==> config.mk <==
export PLATFORM = sky130hd
export DESIGN_NAME = task_period_jitter_monitor_unit
export DESIGN_NICKNAME = d
export VERILOG_FILES = /design/src/hdl/tpjm_pkg.sv /design/src/hdl/task_period_jitter_monitor_unit.sv /design/src/hdl/tpjm_div.sv
export VERILOG_INCLUDE_DIRS = /design/src /design/src/hdl
export SDC_FILE = /design/constraint.sdc
export NUM_CORES = 2
export LEC_CHECK = 0
export BUFFER_PORTS_ARGS = -buffer_cell sky130_fd_sc_hd__buf_2
export CORE_MARGIN = 4
export CORE_UTILIZATION = 45
export CTS_CLUSTER_SIZE = 25
export DETAILED_ROUTE_END_ITERATION = 8
export SLEW_MARGIN = 20
export SYNTH_ARGS = -nofsm -noshare
export SYNTH_HDL_FRONTEND = slang
export SYNTH_SLANG_ARGS = --single-unit
==> constraint.sdc <==
create_clock -name i_clk -period 20.2 [get_ports i_clk]
set_input_delay 2.02 -clock i_clk [delete_from_list [all_inputs] [get_ports i_clk]]
set_output_delay 2.02 -clock i_clk [all_outputs]
set_load 0.01 [all_outputs]
==> src/hdl/task_period_jitter_monitor_unit_assert.svh <==
// assertion macros used by the monitor unit rtl
`ifndef TASK_PERIOD_JITTER_MONITOR_UNIT_ASSERT_SVH
`define TASK_PERIOD_JITTER_MONITOR_UNIT_ASSERT_SVH

`ifndef SYNTH
`define TPJM_ASSERT(label, clk, rst_n, prop) \
    label: assert property (@(posedge clk) disable iff (!(rst_n)) (prop)) \
        else $error("tpjm assertion failed");
`define TPJM_ASSERT_ALWAYS(label, clk, prop) \
    label: assert property (@(posedge clk) (prop)) \
        else $error("tpjm assertion failed");
`else
`define TPJM_ASSERT(label, clk, rst_n, prop)
`define TPJM_ASSERT_ALWAYS(label, clk, prop)
`endif

`endif

==> src/hdl/tpjm_pkg.sv <==
`timescale 1ns / 1ps
`default_nettype none
package tpjm_pkg;

    localparam int TASKS    = 8;
    localparam int SLOT_W   = (TASKS > 1) ? $clog2(TASKS) : 1;
    localparam int TASK_W   = 5;
    localparam int CMD_W    = 2;
    localparam int PERIOD_W = 16;
    localparam int DATA_W   = 32;
    localparam int CNT_W    = $clog2(DATA_W);

    typedef enum logic [CMD_W-1:0] {
        CMD_RECORD = 2'd0,
        CMD_QUERY  = 2'd1,
        CMD_CLEAR  = 2'd2
    } t_cmd;

    typedef logic [DATA_W-1:0]   t_word;
    typedef logic [PERIOD_W-1:0] t_period;
    typedef logic [SLOT_W-1:0]   t_slot;

endpackage
`default_nettype wire

==> src/hdl/task_period_jitter_monitor_unit.sv <==
`timescale 1ns / 1ps
`default_nettype none
// Per-task period and jitter monitor. A command (record, query, clear) is taken when
// i_start is high and o_busy is low; exactly one result follows, shown for a single
// cycle with o_strobe, and the receiver cannot stall it. Clear, unused commands and
// out-of-range task slots never raise o_busy; their result comes in the cycle right
// after acceptance. A query or the first record of a task keeps o_busy high through
// S_DSTART, which starts the shared restoring divider that forms the average, and
// S_DIV, where the divider forms its 32 quotient bits (one per cycle) and the result
// is then registered. A later record first passes the interval, jitter and counter
// update states ahead of the divider. o_strobe comes in the cycle o_busy drops, and a
// new transaction can be taken in that same cycle.
`include "task_period_jitter_monitor_unit_assert.svh"
module task_period_jitter_monitor_unit (
    input  wire                   logic i_clk,
    input  wire                   logic i_rst_n,
    input  wire                   logic i_start,
    output logic                        o_busy,
    input  wire [tpjm_pkg::CMD_W-1:0]    i_command,
    input  wire [tpjm_pkg::TASK_W-1:0]   i_task_slot,
    input  wire tpjm_pkg::t_period      i_expected_period,
    input  wire tpjm_pkg::t_word        i_tick_now,
    output logic                        o_strobe,
    output logic                        o_accepted,
    output tpjm_pkg::t_period           o_period_out,
    output tpjm_pkg::t_word             o_samples_out,
    output tpjm_pkg::t_word             o_average_interval,
    output tpjm_pkg::t_word             o_worst_jitter,
    output tpjm_pkg::t_word             o_miss_count,
    output logic                        o_report_done
);
    import tpjm_pkg::*;

    typedef enum logic [2:0] {
        S_IDLE,
        S_INTV,
        S_JIT,
        S_UPD,
        S_DSTART,
        S_DIV
    } t_state;

    t_state             r_state;
    logic [TASKS-1:0]   r_seen;
    t_word              r_last    [TASKS];
    t_period            r_per_arr [TASKS];
    t_word              r_samples [TASKS];
    t_word              r_sum     [TASKS];
    t_word              r_peak    [TASKS];
    t_word              r_late    [TASKS];
    logic               r_done_flag;

    t_slot              r_slot;
    t_period            r_period;
    t_word              r_tick;
    t_word              r_interval;
    t_word              r_jitter;

    logic               r_strobe;
    logic               r_accepted;
    t_period            r_period_out;
    t_word              r_samples_out;
    t_word              r_avg;
    t_word              r_worst;
    t_word              r_miss;
    logic               r_report;

    logic               in_range;
    t_slot              in_slot;
    t_word              period_w;
    t_word              n_jitter;
    logic               div_start;
    logic               div_done;
    t_word              div_quo;

    assign in_range  = {1'b0, i_task_slot} < (TASK_W + 1)'(TASKS);
    assign in_slot   = i_task_slot[SLOT_W-1:0];
    assign period_w  = DATA_W'(r_period);
    assign div_start = (r_state == S_DSTART);

    always_comb begin
        if (r_interval >= period_w) begin
            n_jitter = r_interval - period_w;
        end else begin
            n_jitter = period_w - r_interval;
        end
    end

    tpjm_div u_div (
        .i_clk      (i_clk),
        .i_rst_n    (i_rst_n),
        .i_start    (div_start),
        .i_dividend (r_sum[r_slot]),
        .i_divisor  (r_samples[r_slot]),
        .o_quotient (div_quo),
        .o_done     (div_done)
    );

    always_ff @(posedge i_clk) begin
        if (!i_rst_n) begin
            r_state     <= S_IDLE;
            r_seen      <= '0;
            r_done_flag <= 1'b0;
            r_strobe    <= 1'b0;
            for (int k = 0; k < TASKS; k++) begin
                r_last[k]    <= '0;
                r_per_arr[k] <= '0;
                r_samples[k] <= '0;
                r_sum[k]     <= '0;
                r_peak[k]    <= '0;
                r_late[k]    <= '0;
            end
        end else begin
            r_strobe <= 1'b0;
            unique case (r_state)
                S_IDLE: begin
                    if (i_start) begin
                        r_slot   <= in_slot;
                        r_period <= i_expected_period;
                        r_tick   <= i_tick_now;
                        if (i_command == CMD_CLEAR) begin
                            r_seen      <= '0;
                            r_done_flag <= 1'b0;
                            for (int k = 0; k < TASKS; k++) begin
                                r_last[k]    <= '0;
                                r_per_arr[k] <= '0;
                                r_samples[k] <= '0;
                                r_sum[k]     <= '0;
                                r_peak[k]    <= '0;
                                r_late[k]    <= '0;
                            end
                            r_strobe      <= 1'b1;
                            r_accepted    <= 1'b1;
                            r_period_out  <= '0;
                            r_samples_out <= '0;
                            r_avg         <= '0;
                            r_worst       <= '0;
                            r_miss        <= '0;
                            r_report      <= 1'b0;
                        end else if (in_range && i_command == CMD_QUERY) begin
                            r_done_flag <= 1'b1;
                            r_state     <= S_DSTART;
                        end else if (in_range && i_command == CMD_RECORD) begin
                            r_per_arr[in_slot] <= i_expected_period;
                            if (!r_seen[in_slot]) begin
                                // first record of the task marks the tick and adds no sample
                                r_seen[in_slot] <= 1'b1;
                                r_last[in_slot] <= i_tick_now;
                                r_state         <= S_DSTART;
                            end else begin
                                r_state <= S_INTV;
                            end
                        end else begin
                            r_strobe      <= 1'b1;
                            r_accepted    <= 1'b0;
                            r_period_out  <= '0;
                            r_samples_out <= '0;
                            r_avg         <= '0;
                            r_worst       <= '0;
                            r_miss        <= '0;
                            r_report      <= r_done_flag;
                        end
                    end
                end
                S_INTV: begin
                    r_interval     <= r_tick - r_last[r_slot];
                    r_last[r_slot] <= r_tick;
                    r_state        <= S_JIT;
                end
                S_JIT: begin
                    r_jitter          <= n_jitter;
                    r_samples[r_slot] <= r_samples[r_slot] + DATA_W'(1);
                    r_sum[r_slot]     <= r_sum[r_slot] + r_interval;
                    r_state           <= S_UPD;
                end
                S_UPD: begin
                    if (r_jitter > r_peak[r_slot]) begin
                        r_peak[r_slot] <= r_jitter;
                    end
                    // deadline miss: interval beyond period plus one tick
                    if (r_interval > period_w + DATA_W'(1)) begin
                        r_late[r_slot] <= r_late[r_slot] + DATA_W'(1);
                    end
                    r_state <= S_DSTART;
                end
                S_DSTART: begin
                    r_state <= S_DIV;
                end
                S_DIV: begin
                    if (div_done) begin
                        r_strobe      <= 1'b1;
                        r_accepted    <= 1'b1;
                        r_period_out  <= r_per_arr[r_slot];
                        r_samples_out <= r_samples[r_slot];
                        r_avg         <= (r_samples[r_slot] == '0) ? '0 : div_quo;
                        r_worst       <= r_peak[r_slot];
                        r_miss        <= r_late[r_slot];
                        r_report      <= r_done_flag;
                        r_state       <= S_IDLE;
                    end
                end
                default: r_state <= S_IDLE;
            endcase
        end
    end

    assign o_busy             = (r_state != S_IDLE);
    assign o_strobe           = r_strobe;
    assign o_accepted         = r_accepted;
    assign o_period_out       = r_period_out;
    assign o_samples_out      = r_samples_out;
    assign o_average_interval = r_avg;
    assign o_worst_jitter     = r_worst;
    assign o_miss_count       = r_miss;
    assign o_report_done      = r_report;

    `TPJM_ASSERT(a_reject_zero, i_clk, i_rst_n,
        (o_strobe && !o_accepted) |->
        (o_samples_out == '0 && o_miss_count == '0 && o_worst_jitter == '0))
    `TPJM_ASSERT(a_long_cmd_busy, i_clk, i_rst_n,
        (i_start && !o_busy && in_range &&
         (i_command == CMD_RECORD || i_command == CMD_QUERY)) |=> o_busy)
    `TPJM_ASSERT(a_div_done_state, i_clk, i_rst_n, div_done |-> (r_state == S_DIV))
    `TPJM_ASSERT(a_strobe_idle, i_clk, i_rst_n, o_strobe |-> !o_busy)
    `TPJM_ASSERT_ALWAYS(a_reset_idle, i_clk, !i_rst_n |=> (!o_busy && !o_strobe))

endmodule
`default_nettype wire

==> src/hdl/tpjm_div.sv <==
`timescale 1ns / 1ps
`default_nettype none
module tpjm_div (
    input  wire                logic i_clk,
    input  wire                logic i_rst_n,
    input  wire                logic i_start,
    input  wire tpjm_pkg::t_word     i_dividend,
    input  wire tpjm_pkg::t_word     i_divisor,
    output tpjm_pkg::t_word          o_quotient,
    output logic                     o_done
);
    import tpjm_pkg::*;

    t_word              r_rem;
    t_word              r_quo;
    t_word              r_dvs;
    logic [CNT_W-1:0]   r_count;
    logic               r_run;
    logic               r_done;
    logic [DATA_W:0]    n_shift;
    logic [DATA_W:0]    n_diff;

    // one quotient bit per cycle, restoring
    always_comb begin
        n_shift = {r_rem, r_quo[DATA_W-1]};
        n_diff  = n_shift - {1'b0, r_dvs};
    end

    always_ff @(posedge i_clk) begin
        if (!i_rst_n) begin
            r_run   <= 1'b0;
            r_done  <= 1'b0;
            r_count <= '0;
        end else begin
            r_done <= 1'b0;
            if (i_start) begin
                r_rem   <= '0;
                r_quo   <= i_dividend;
                r_dvs   <= i_divisor;
                r_count <= '0;
                r_run   <= 1'b1;
            end else if (r_run) begin
                if (!n_diff[DATA_W]) begin
                    r_rem <= n_diff[DATA_W-1:0];
                    r_quo <= {r_quo[DATA_W-2:0], 1'b1};
                end else begin
                    r_rem <= n_shift[DATA_W-1:0];
                    r_quo <= {r_quo[DATA_W-2:0], 1'b0};
                end
                r_count <= r_count + CNT_W'(1);
                if (r_count == CNT_W'(DATA_W - 1)) begin
                    r_run  <= 1'b0;
                    r_done <= 1'b1;
                end
            end
        end
    end

    assign o_quotient = r_quo;
    assign o_done     = r_done;

endmodule
`default_nettype wire

==> impl_metrics.ini <==
[setup_path]
critical_path.cell_chain = buf_4, buf_4, buf_4, buf_4, buf_4, mux4_2, nand2_1, nand2_1, ha_1, and3_1, a221o_1, a21oi_1, o32a_1, o31ai_1, a21bo_2, a311oi_1, xnor2_1, nor2_1
worstPathMaxFanout = 44
slowest_stage = sky130_fd_sc_hd__buf_4
worst_path_largest_cell_delay_ns = 0.84
critical_path_cell_count = 18
worst-path-buf-inv = 5
critical-path-top-cell-by-count = sky130_fd_sc_hd__buf_4
critical_path.reg2reg.endpoint = r_sum[6][31]
critical_path.startpoint_type = register
critical_path_arrival_ns = 9.08
setup.worst_path.class = reg2reg
reg2reg_depth = 18
critical-path-top-delay-family = buffers and inverters
r2r_slack_ns = 11.65
setup.worst_path.end_class = register
timing.critical_path.required_ns = 20.74

[finish]
layout.filler_cells = 15600
most-common-layout-cells = 1765 x sky130_fd_sc_hd__edfxtp_1, 1264 x sky130_fd_sc_hd__nor2_1, 424 x sky130_fd_sc_hd__and2_1, 335 x sky130_fd_sc_hd__mux4_2, 261 x sky130_fd_sc_hd__nand2_1
share_of_cells_above_drive_strength_1_pct = 17.0
utilization_pct = 50.9
areaGrowthSynthToFinish_pct = 12.1
most_common_library_cell_in_the_layout_ignoring_fill_and_taps = sky130_fd_sc_hd__edfxtp_1
layout_nets = 6376

[clocking]
post_cts_hold_buffer_count = 0
cts.sink_count = 1788
postCtsSetupBuffers = 0
cts-root-buf = sky130_fd_sc_hd__clkbuf_16
clkTransAtPathRegs_ns = 0.06
clk_path_buf_depth = 3
htree_num_levels = 4
insertion_delay_ns = 0.83
tritoncts = yes
cts_resized = 0
cts_buffers = 191

[logic_synthesis]
yosys.cell_types.count = 87
async_reset_ff_share_pct = 0
part_of_the_yosys_area_used_for_sequential_elements_pct = 64.2
dominantRegCellSynth = sky130_fd_sc_hd__edfxtp_1
synthesized_instance_count = 5931
ys_ff_latch = 1788
post_synth_edffs = 1765
yosys_warnings = 0
synthesis.area_per_instance_um2 = 14.0
synthesis.area_um2 = 83200
synth_nets = 6175

[floorplan]
core_um2 = 183000
dieArea_um2 = 192000
horizontal_extent_of_the_die_um = 438
rows = 157
design.portCount = 206
dieHeight_um = 438
floorplan.initialDensity_pct = 45.4

[timing]
min_period_ns = 8.55
max_freq_mhz = 117
finalMaxSlewViolations = 0
fin_tns_setup_ns = 0
rsz0062_at_grt = no
timing_hold_violations_final = 0
clock_skew_ns = 0.0293
slew-limit-headroom_pct = 21.2
worst_slew_pin_slew_ns = 1.18
report.final.setup_viol = 0
fin_crit_sh_pct = 42.3

[flow_run]
maxCapViolCount = 0

[global_routing]
grt_pass1_wl_um = 335000
antenna_found_initial = 9
grt_pass1_vias = 50900
grtUsageTotal_pct = 23.3
grt_start_max_net_pins = 91
grt_overflow_total = 0

[worst_hold_path]
hold_start = r_seen[6]
min_to = r_seen[6]
whs_path_depth = 2
path_category_of_the_worst_min_delay_check = reg2reg

[routing]
route.detailed.drc = 0
overall_via_count_from_detail_route = 50100
drt.antenna.violating_nets = 0
via_per_inst = 5.72
post_drt_wl_per_cell_um = 25.7
drtPass1Iterations = 6
routed_wl_um = 225000
drt_iter0_drc = 5158

[power]
irDropWorstVdd_v = 0.0000748
leakagePower_nw = 34.4
total_design_power_w = 0.0109
pwr_density_cell_nw_per_um2 = 117

[status]
result_of_the_run = complete, no violations

[placed_design]
post-dp-hpwl_um = 132000
port-buffer-count = 205
routabilityCongestion = 0.842
cell usage after synthesis, types with 23 or more instances:
cell	number	share of area, %
sky130_fd_sc_hd__mux2i_1	190	2.3
sky130_fd_sc_hd__xor2_1	58	0.61
sky130_fd_sc_hd__and2_1	424	3.2
sky130_fd_sc_hd__clkbuf_1	212	0.96
sky130_fd_sc_hd__o21ai_0	89	0.54
sky130_fd_sc_hd__dfxtp_1	23	0.55
sky130_fd_sc_hd__buf_1	23	0.10
sky130_fd_sc_hd__mux2_2	34	0.46
sky130_fd_sc_hd__mux4_2	335	9.1
sky130_fd_sc_hd__nor2b_1	37	0.28
sky130_fd_sc_hd__inv_1	127	0.57
sky130_fd_sc_hd__edfxtp_1	1765	64
sky130_fd_sc_hd__a21o_1	79	0.71
sky130_fd_sc_hd__nand2_1	276	1.2
sky130_fd_sc_hd__nand2b_1	38	0.29
sky130_fd_sc_hd__a21oi_1	150	0.90
sky130_fd_sc_hd__ha_1	181	2.7
sky130_fd_sc_hd__xnor2_1	115	1.2
sky130_fd_sc_hd__nand4_1	34	0.26
sky130_fd_sc_hd__nand3_1	58	0.35
sky130_fd_sc_hd__nor2_1	1277	5.8
sky130_fd_sc_hd__buf_2	45	0.27
sky130_fd_sc_hd__o21a_1	25	0.23
sky130_fd_sc_hd__nor3_1	48	0.29
logic make-up after synthesis:
logic type,Yosys count,share of synthesized area [%]
XOR/XNOR,193,2.21
AND/OR/NAND/NOR,2281,12.5
flip-flops,1788,64.2
multiplexers,579,12.4
AO/OA/AOI/OAI,459,3.49
adder cells (fa/ha/maj),186,2.84
buffers and inverters,445,2.34
tightest hold or removal path: stages (launching register included):
cell and delay, ns:
sky130_fd_sc_hd__dfxtp_1 0.32, sky130_fd_sc_hd__a31oi_1 0.04, sky130_fd_sc_hd__nor2_1 0.07
cell type report:
type	count	area, µm²	area share, %
clock buffer	239	5140	5.50
timing repair buffer	320	1930	2.07
multi-input combinational	3698	28200	30.2
sequential	1788	53500	57.3
clock inverter	111	987	1.06
antenna	3	7.51	0.00804
tap	2464	3080	3.30
inverter	133	507	0.543
state kept, by name (all words and copies together) (netlist names), 32 cells and up, named ones only:
name,count
u_div.o_quotient,32
r_tick,32
r_jitter,32
o_average_interval,32
o_miss_count,32
o_samples_out,32
u_div.r_dvs,32
r_peak,256
r_sum,256
r_interval,32
r_late,256
r_per_arr,128
r_last,256
u_div.r_rem,32
r_samples,256
o_worst_jitter,32
power breakdown:
| group | switching, W | internal, W | leakage (nW) | total [W] |
|---|---|---|---|---|
| Clock | 0.00147 | 0.00198 | 3.00 | 0.00345 |
| Combinational | 0.00171 | 0.00104 | 13.2 | 0.00275 |
| Sequential | 0.000189 | 0.00452 | 18.3 | 0.00471 |
metal layers:
layer  vias up  global-route usage [%]  routed length, µm  part of all wire, %
li1      22200                       -                  -                    -
met1     25700                    32.7              95000                   42
met2      1879                    38.2             109000                   48
met3       320                    3.34              15400                  6.9
met4         0                    6.39               5730                  2.5
met5         -                       0                  0                    0
how the worst max path moves through the flow:
stage	start	slack (ns)	endpoint
finish	register	11.65	r_sum[6][31]
global route	register	10.79	r_sum[5][29]
CTS	register	11.45	r_sum[6][31]
detailed placement	register	11.49	r_sum[6][31]
global placement	register	11.48	r_sum[7][31]
floorplan	i_start	10.80	o_accepted
metrics by stage:
step	instance area (µm²)	instances	hold slack, ns	worst slack, ns
after floorplan	83200	5931	0.432	10.80
after global placement	87200	8402	0.446	11.48
after detailed placement	87200	8402	0.462	11.49
after CTS	93300	8752	0.474	11.45
after global routing	93400	8755	0.492	10.79
final	93400	8756	0.473	11.65
Note: power is estimated with default switching activity, not from simulation.
